--- config.mk ---
export PLATFORM = sky130hd
export DESIGN_NAME = fixed_block_free_list_allocator_unit_flat
export DESIGN_NICKNAME = d
export VERILOG_FILES = /design/src/hdl/fbfl_pkg.sv /design/src/hdl/fbfl_if.sv /design/src/hdl/fbfl_link_store.sv /design/src/hdl/fixed_block_free_list_allocator_unit.sv /design/src/flat_wrapper.sv
export SDC_FILE = /design/constraint.sdc
export NUM_CORES = 2
export LEC_CHECK = 0
export ABC_AREA = 1
export BUFFER_PORTS_ARGS = -buffer_cell sky130_fd_sc_hd__buf_2
export CAP_MARGIN = 20
export CORE_UTILIZATION = 60
export DETAILED_ROUTE_END_ITERATION = 7
export PLACE_DENSITY = 0.75
export SLEW_MARGIN = 10
export SYNTH_ARGS = -nofsm -noshare
export SYNTH_HDL_FRONTEND = slang
export SYNTH_SLANG_ARGS = --single-unit
--- constraint.sdc ---
create_clock -name clock -period 19.25 [get_ports clock]
set_input_delay 1.925 -clock clock [delete_from_list [all_inputs] [get_ports clock]]
set_output_delay 1.925 -clock clock [all_outputs]
set_load 0.005 [all_outputs]
--- src/hdl/fbfl_pkg.sv ---
`default_nettype none

package fbfl_pkg;

   // Pool geometry: block indexes are 8 bits wide and links carry one more bit for null
   localparam int unsigned MAX_BLOCKS  = 256;
   localparam int unsigned BLOCK_BYTES = 1024;
   localparam int unsigned IDX_W       = $clog2(MAX_BLOCKS);
   localparam int unsigned LINK_W      = IDX_W + 1;
   localparam int unsigned SIZE_W      = 16;

   localparam logic [LINK_W-1:0] NULL_LINK = LINK_W'(MAX_BLOCKS);

   typedef enum logic {
      OP_ALLOC = 1'b0,
      OP_FREE  = 1'b1
   } op_type;

   typedef enum logic [2:0] {
      ST_OK        = 3'd0,
      ST_NO_POOL   = 3'd1,
      ST_TOO_LARGE = 3'd2,
      ST_EMPTY     = 3'd3,
      ST_BAD_INDEX = 3'd4
   } status_type;

   typedef struct packed {
      logic              en;
      logic [IDX_W-1:0]  addr;
      logic [LINK_W-1:0] data;
   } link_wr_type;

   typedef struct packed {
      logic              en;
      logic [LINK_W-1:0] data;
   } link_byp_type;

endpackage

`default_nettype wire

--- src/hdl/fbfl_if.sv ---
`default_nettype none

interface fbfl_req_if import fbfl_pkg::*; ();
   logic                valid;
   logic                ready;
   op_type              operation;
   logic [SIZE_W-1:0]   request_size;
   logic [IDX_W-1:0]    freed_index;

   modport source (output valid, output operation, output request_size,
                   output freed_index, input ready);
   modport sink   (input valid, input operation, input request_size,
                   input freed_index, output ready);
endinterface

interface fbfl_rsp_if import fbfl_pkg::*; ();
   logic                valid;
   logic                ready;
   status_type          status;
   logic [IDX_W-1:0]    granted_index;

   modport source (output valid, output status, output granted_index, input ready);
   modport sink   (input valid, input status, input granted_index, output ready);
endinterface

`default_nettype wire

--- src/hdl/fbfl_link_store.sv ---
`default_nettype none

module fbfl_link_store import fbfl_pkg::*; (
   input  wire logic              clock,
   input  wire logic              reset,
   input  wire logic              clear,
   input  wire link_wr_type       wr,
   input  wire link_byp_type      byp,
   input  wire logic [IDX_W-1:0]  rd_addr,
   input  wire logic [LINK_W-1:0] pool,
   output logic      [LINK_W-1:0] rd_link
);

   logic [LINK_W-1:0]     mem [MAX_BLOCKS];
   logic [MAX_BLOCKS-1:0] written_ff;
   logic [LINK_W-1:0]     rd_data_ff;
   logic                  rd_written_ff;
   logic [LINK_W-1:0]     dflt_ff;
   logic [LINK_W-1:0]     dflt_in;
   logic [LINK_W-1:0]     succ;
   logic                  byp_ff;
   logic [LINK_W-1:0]     byp_data_ff;

   // An entry never written since the last rebuild reads as its place in the initial chain
   assign succ    = LINK_W'(rd_addr) + LINK_W'(1);
   assign dflt_in = (succ < pool) ? succ : NULL_LINK;

   always_ff @(posedge clock) begin
      if (wr.en) begin
         mem[wr.addr] <= wr.data;
      end
      rd_data_ff    <= mem[rd_addr];
      rd_written_ff <= written_ff[rd_addr];
      dflt_ff       <= dflt_in;
      byp_data_ff   <= byp.data;
   end

   always_ff @(posedge clock) begin
      if (reset || clear) begin
         written_ff <= '0;
      end else if (wr.en) begin
         written_ff[wr.addr] <= 1'b1;
      end
   end

   always_ff @(posedge clock) begin
      if (reset) begin
         byp_ff <= 1'b0;
      end else begin
         byp_ff <= byp.en;
      end
   end

   // The bypass stands in for the registered array read right after a write, while that read still shows stale data
   assign rd_link = byp_ff        ? byp_data_ff :
                    rd_written_ff ? rd_data_ff  : dflt_ff;

endmodule

`default_nettype wire

--- src/hdl/fixed_block_free_list_allocator_unit.sv ---
`default_nettype none

// Free-list allocator for a pool of equal blocks. Each beat on req either allocates
// (pops the head of the free chain) or frees (pushes freed_index onto the head), unless
// it fails with an error status, and gives exactly one rsp beat. The unit takes one
// beat per cycle while rsp is ready: a request is held in the input register until the
// output register is free, and its result then goes into the output register; the link
// of the current head is always ready from a registered read of the link array, or from
// a one-cycle bypass right after a free or a pool write. Writing csr_wr_data sets the
// pool size (saturated to 256) and rebuilds the chain through per-block written flags,
// so there is no clearing pass. Write the pool size only while no beat is in flight.
module fixed_block_free_list_allocator_unit import fbfl_pkg::*; (
   input  wire logic              clock,
   input  wire logic              reset,
   input  wire logic              csr_wr_en,
   input  wire logic [LINK_W-1:0] csr_wr_data,
   fbfl_req_if.sink               req,
   fbfl_rsp_if.source             rsp
);

   logic                in_vld_ff,  in_vld_in;
   op_type              in_op_ff;
   logic [SIZE_W-1:0]   in_size_ff;
   logic [IDX_W-1:0]    in_idx_ff;

   logic                out_vld_ff, out_vld_in;
   status_type          out_status_ff, out_status_in;
   logic [IDX_W-1:0]    out_grant_ff,  out_grant_in;

   logic [LINK_W-1:0]   head_ff, head_in;
   logic [LINK_W-1:0]   pool_ff, pool_in;
   logic [LINK_W-1:0]   pool_sat;
   logic [LINK_W-1:0]   head_link;

   logic                fire;
   link_wr_type         link_wr;
   link_byp_type        link_byp;

   assign fire      = in_vld_ff && (!out_vld_ff || rsp.ready);
   assign req.ready = !in_vld_ff || fire;

   assign in_vld_in  = (req.valid && req.ready) || (in_vld_ff && !fire);
   assign out_vld_in = fire || (out_vld_ff && !rsp.ready);

   assign pool_sat = (csr_wr_data > LINK_W'(MAX_BLOCKS)) ? LINK_W'(MAX_BLOCKS) : csr_wr_data;

   always_comb begin
      head_in       = head_ff;
      pool_in       = pool_ff;
      out_status_in = ST_OK;
      out_grant_in  = '0;
      link_wr       = '{en: 1'b0, addr: in_idx_ff, data: head_ff};
      link_byp      = '{en: 1'b0, data: head_ff};
      if (csr_wr_en) begin
         pool_in       = pool_sat;
         head_in       = (pool_sat == '0) ? NULL_LINK : '0;
         link_byp.en   = 1'b1;
         link_byp.data = (pool_sat > LINK_W'(1)) ? LINK_W'(1) : NULL_LINK;
      end else if (fire) begin
         if (pool_ff == '0) begin
            out_status_in = ST_NO_POOL;
         end else if (in_op_ff == OP_ALLOC) begin
            if (in_size_ff > SIZE_W'(BLOCK_BYTES)) begin
               out_status_in = ST_TOO_LARGE;
            end else if (head_ff >= pool_ff) begin
               out_status_in = ST_EMPTY;
            end else begin
               out_grant_in = head_ff[IDX_W-1:0];
               head_in      = head_link;
            end
         end else begin
            if (LINK_W'(in_idx_ff) >= pool_ff) begin
               out_status_in = ST_BAD_INDEX;
            end else begin
               // push: the freed block points at the old head
               link_wr.en  = 1'b1;
               link_byp.en = 1'b1;
               head_in     = LINK_W'(in_idx_ff);
            end
         end
      end
   end

   fbfl_link_store u_links (
      .clock   (clock),
      .reset   (reset),
      .clear   (csr_wr_en),
      .wr      (link_wr),
      .byp     (link_byp),
      .rd_addr (head_in[IDX_W-1:0]),
      .pool    (pool_ff),
      .rd_link (head_link)
   );

   always_ff @(posedge clock) begin
      if (reset) begin
         in_vld_ff  <= 1'b0;
         out_vld_ff <= 1'b0;
         head_ff    <= NULL_LINK;
         pool_ff    <= '0;
      end else begin
         in_vld_ff  <= in_vld_in;
         out_vld_ff <= out_vld_in;
         head_ff    <= head_in;
         pool_ff    <= pool_in;
      end
   end

   always_ff @(posedge clock) begin
      if (req.valid && req.ready) begin
         in_op_ff   <= req.operation;
         in_size_ff <= req.request_size;
         in_idx_ff  <= req.freed_index;
      end
      if (fire) begin
         out_status_ff <= out_status_in;
         out_grant_ff  <= out_grant_in;
      end
   end

   assign rsp.valid         = out_vld_ff;
   assign rsp.status        = out_status_ff;
   assign rsp.granted_index = out_grant_ff;

   // The head is either null or a block inside the pool
   a_head_in_pool: assert property (@(posedge clock) disable iff (reset)
      (head_ff == NULL_LINK) || (head_ff < pool_ff))
      else $error("free head outside the pool");

   a_pool_bound: assert property (@(posedge clock) disable iff (reset)
      pool_ff <= LINK_W'(MAX_BLOCKS))
      else $error("pool size above the maximum");

   a_grant_only_ok: assert property (@(posedge clock) disable iff (reset)
      (out_vld_ff && (out_status_ff != ST_OK)) |-> (out_grant_ff == '0))
      else $error("granted index set on a failed request");

   a_fire_lands: assert property (@(posedge clock) disable iff (reset)
      fire |=> out_vld_ff)
      else $error("processed beat lost before the output register");

endmodule

`default_nettype wire
--- src/flat_wrapper.sv ---
// flat-port wrapper written by rule: the top's interface ports become plain ports
module fixed_block_free_list_allocator_unit_flat import fbfl_pkg::*;
  (clock, reset, csr_wr_en, csr_wr_data, req_valid, req_operation, req_request_size, req_freed_index, req_ready, rsp_valid, rsp_status, rsp_granted_index, rsp_ready);
  fbfl_req_if req_i ();
  fbfl_rsp_if rsp_i ();
  input  wire logic clock;
  input  wire logic reset;
  input  wire logic csr_wr_en;
  input  wire logic [LINK_W-1:0] csr_wr_data;
  input wire logic [$bits(req_i.valid)-1:0] req_valid;
  input wire logic [$bits(req_i.operation)-1:0] req_operation;
  input wire logic [$bits(req_i.request_size)-1:0] req_request_size;
  input wire logic [$bits(req_i.freed_index)-1:0] req_freed_index;
  output wire logic [$bits(req_i.ready)-1:0] req_ready;
  output wire logic [$bits(rsp_i.valid)-1:0] rsp_valid;
  output wire logic [$bits(rsp_i.status)-1:0] rsp_status;
  output wire logic [$bits(rsp_i.granted_index)-1:0] rsp_granted_index;
  input wire logic [$bits(rsp_i.ready)-1:0] rsp_ready;
  assign req_i.valid = req_valid;
  assign req_i.operation = req_operation;
  assign req_i.request_size = req_request_size;
  assign req_i.freed_index = req_freed_index;
  assign req_ready = req_i.ready;
  assign rsp_valid = rsp_i.valid;
  assign rsp_status = rsp_i.status;
  assign rsp_granted_index = rsp_i.granted_index;
  assign rsp_i.ready = rsp_ready;
  fixed_block_free_list_allocator_unit u_core (.clock(clock), .reset(reset), .csr_wr_en(csr_wr_en), .csr_wr_data(csr_wr_data), .req(req_i), .rsp(rsp_i));
endmodule
==> flow_summary.json <==
{
  "run_status": "finished clean",
  "avgViaCountPerCell": 6.47,
  "drtIter0Drc": 13088,
  "gp_congestion": 0.940,
  "cp.arrival_ns": 8.71,
  "synth.cell_area_sq_um": 110000,
  "clkLatencyLatePin_ns": 0.95,
  "cts-buffers-inserted": 281,
  "final_nets": 9729,
  "drive_gt1_frac": 0.0869,
  "ctsRootBufferMaster": "clkbuf_16",
  "cts.repair_timing.setup_buffer_count": 0,
  "holdPathStages": 2,
  "port-buffer-count": 51,
  "vdd_ir_drop_max_mv": 0.112,
  "drt-wirelength-per-cell_microns": 26.3,
  "wire_length_of_the_first_global_routing_pass_microns": 474000,
  "cts_num_sinks": 2645,
  "timing.final.crit_share": 0.408,
  "total_switching_power_mw": 2.61,
  "synth_top_area_cell": "edfxtp_1",
  "post_cts_resized": 0,
  "ys_top_cells_by_area": "edfxtp_1, nand3_1, nand2_1, dfxtp_1, o21ba_2",
  "worstRegToRegCells": 26,
  "power_density_normalized_to_cell_area_nw_per_um2": 99.4,
  "antenna_violating_nets_post_route": 0,
  "post-route-drc-count": 0,
  "cellLeakagePower_nw": 43.9,
  "initial_utilization": 0.605,
  "finClkSkew_ns": 0.0699,
  "holdBufCountCts": 0,
  "placement_rows": 156,
  "worst_path_max_delay_cell": "buf_4",
  "first_pass_iters": 7,
  "post_synth_cell_types": 43,
  "rsz_0062_raised_after_global_routing": "no",
  "asyncSetResetFlopFracSynth": 0,
  "clk_transition_reported_paths_ns": 0.06,
  "min_period_ns": 7.86,
  "mappedNetlistNets": 9925,
  "path_common_cell": "nand2_1",
  "die_width_microns": 430,
  "place.detailed.hpwl_microns": 175000,
  "synth.avg_cell_area_sq_um": 11.1,
  "hold-path-endpoint": "u_core.u_links.written_ff[225]$_SDFFE_PP0P_",
  "regToRegEndpoint": "u_core.u_links.rd_data_ff[5]$_DFF_P_",
  "total_grt_overflow": 0,
  "synth_top_cell_area_share": 0.641,
  "power_frac_clock": 0.432,
  "fin_setup_tns_ns": 0,
  "hp-start": "u_core.u_links.written_ff[225]$_SDFFE_PP0P_",
  "p_int_mw": 9.29,
  "max-cap-violations": 0,
  "finalHoldViolCount": 0,
  "setup_violating_endpoint_count_in_the_final_report": 0,
  "ys.flop_type": "edfxtp_1",
  "grt_start_max_net_pins": 216,
  "synth_cells": 9860,
  "required_ns": 20.11,
  "die-height_microns": 430,
  "io_pins": 52,
  "kind_of_end_point_of_the_critical_path": "flip-flop",
  "total_vias_in_the_final_route": 79250,
  "clock_path_buffers": 4,
  "layout-area-overhead-vs-synth_pct": 9.19,
  "htree_levels": 5,
  "cp_launch_point": "u_core.head_ff[0]$_SDFF_PP0_",
  "first_global_vias": 73927,
  "yosysWarningCount": 0,
  "synth_sequential_area_ratio": 0.696,
  "synth_edf_count": 2340,
  "setup.worst_path.class": "flip-flop to flip-flop",
  "die_area_sq_um": 185000,
  "global_route_total_usage_across_every_layer": 0.342,
  "worst_r2r_src": "u_core.head_ff[0]$_SDFF_PP0_",
  "final_design_area_no_fill_sq_um": 120000,
  "critical_path.max_stage_delay_ns": 0.92,
  "slew_headroom": 0.186,
  "routed_wl_microns": 322000,
  "worst_hold_path_type": "flip-flop to flip-flop",
  "combPwrFrac": 0.045,
  "grt_antenna_before_repair": 7,
  "max_freq_ghz": 0.127,
  "placed_cell_area_sq_um": 111000,
  "switching_share": 0.220,
  "rrSetupSlack_ns": 11.39,
  "tritoncts": "yes",
  "critical_path.startpoint_type": "flip-flop",
  "power.share.sequential": 0.523,
  "core_region_sq_um": 181000,
  "slew_viol_final": 0,
  "crit_fanout": 110,
  "post_synthesis_register_bit_count": 2645,
  "tightest_slew_ns": 1.22
}
cells in the mapped netlist, types with 2 or more instances:
master     number
nand3_1      2759
nand2_1      2584
edfxtp_1     2340
nor2_1        463
buf_2         347
dfxtp_1       305
inv_1         228
o21ba_2       223
clkbuf_1      213
a21oi_1       113
buf_1          90
buf_4          32
ha_1           26
o21ai_0        26
o211ai_1       19
buf_6           9
inv_2           9
nand4_1         9
o21ai_1         7
o22ai_1         7
nor2_4          5
xor2_1          5
nand2_2         4
clkinv_1        3
nand2_4         3
nand3_2         3
nor2_2          3
nor3_1          3
o2111ai_1       3
a21oi_2         2
a31oi_1         2
nor4_1          2
o21a_1          2
or2_1           2
metrics by stage:
stage / setup WS (ns) / std cells / power, mW / hold WS, ns / utilization
floorplan: 11.64 / 9860 / 6.67 / 0.431 / -
global placement: 11.06 / 11710 / 6.85 / 0.440 / 0.612
detailed placement: 10.95 / 11719 / 6.86 / 0.451 / 0.612
CTS: 11.58 / 12206 / 11.9 / 0.460 / 0.659
global route: 10.98 / 12238 / 12.1 / 0.484 / 0.661
finish: 11.39 / 12240 / 11.9 / 0.460 / 0.661
worst max-delay path by stage:
| stage | depth (start not counted) | endpoint |
|---|---|---|
| final | 26 | u_core.u_links.rd_data_ff[5]$_DFF_P_ |
| after floorplan | 26 | u_core.u_links.dflt_ff[8]$_SDFF_PP1_ |
| after CTS | 26 | u_core.u_links.rd_data_ff[5]$_DFF_P_ |
| after global placement | 24 | u_core.u_links.rd_data_ff[4]$_DFF_P_ |
| after global routing | 26 | u_core.u_links.rd_data_ff[7]$_DFF_P_ |
| after detailed placement | 24 | u_core.u_links.rd_data_ff[1]$_DFF_P_ |
power groups by stage:
stage | Combinational (mW) | Clock [mW] | Sequential, mW
3_5_place_dp | 0.512 | 0 | 6.35
5_1_grt | 0.557 | 5.36 | 6.23
3_3_place_gp | 0.505 | 0 | 6.35
6_report | 0.533 | 5.14 | 6.23
2_1_floorplan | 0.312 | 0 | 6.36
4_1_cts | 0.514 | 5.15 | 6.23
layer usage:
| layer | GRT usage | up-vias | share of wire |
|---|---|---|---|
| met1 | 0.466 | 38063 | 0.36 |
| met5 | 0 | - | 0.00011 |
| li1 | - | 34260 | - |
| met2 | 0.509 | 5978 | 0.45 |
| met4 | 0.184 | 4 | 0.059 |
| met3 | 0.0827 | 945 | 0.13 |
sequential cells by signal, summed over array words and instances (netlist names):
| signal | flops |
|---|---|
| u_core.u_links.rd_written_ff | 1 |
| u_core.u_links.dflt_ff | 9 |
| u_core.u_links.written_ff | 256 |
| u_core.u_links.mem | 2304 |
| u_core.in_vld_ff | 1 |
| u_core.u_links.byp_ff | 1 |
| u_core.u_links.byp_data_ff | 9 |
| u_core.rsp.status | 3 |
| u_core.pool_ff | 9 |
| u_core.u_links.rd_data_ff | 9 |
| u_core.in_idx_ff | 8 |
| u_core.in_op_ff | 1 |
| u_core.rsp.granted_index | 8 |
| u_core.rsp.valid | 1 |
| u_core.in_size_ff | 16 |
| u_core.head_ff | 9 |
placed cells by master, fill, tap and decap left out, types with 3 or more instances in the layout:
cell	instances
o211ai_1	19
edfxtp_1	2340
nor2_2	3
o21ai_1	7
ha_1	26
clkinv_2	43
dfxtp_1	296
o22ai_1	7
clkbuf_16	286
nor2_1	463
nand2_4	3
a21oi_1	112
buf_6	16
dfxtp_4	9
inv_1	216
o21ba_2	223
xor2_1	5
nand2_2	3
nand2_1	2582
inv_6	6
nor2_4	5
nand4_1	9
nand2_8	3
o21ai_0	26
buf_2	51
buf_12	9
nor3_1	3
clkbuf_1	84
clkinv_1	41
buf_4	135
bufinv_16	10
inv_2	9
o2111ai_1	3
nand3_1	2759
clkbuf_8	28
kinds of logic (layout without fill, tap and decap cells):
group,Yosys count,after routing,synth area share
simple gates,5845,5845,0.233
flops,2645,2645,0.696
buf+inv,931,939,0.0375
compound gates,408,408,0.0297
fa+ha+maj,26,26,0.00297
xor+xnor,5,5,0.000399
other cells,0,2,0
cell type report:
| type | count | area, sq um |
|---|---|---|
| diodes | 2 | 5.00 |
| clock buffers | 398 | 7860 |
| clock inverters | 89 | 692 |
| fillers | 13006 | 61400 |
| inverters | 240 | 920 |
| multi-input cells | 6284 | 29300 |
| flip-flops and latches | 2645 | 76400 |
| well taps | 2370 | 2970 |
| repair buffers | 212 | 1640 |
worst max-delay path: cells and delay by family, from the launching register on:
family                   cells  cell delay, ns
AO/OA/AOI/OAI                1            0.23
adder cells (fa/ha/maj)      1            0.36
buffers and inverters        7            3.38
flip-flops                   1            0.75
AND/OR/NAND/NOR             17            2.89
No activity file was read; power rests on OpenSTA's default activity.
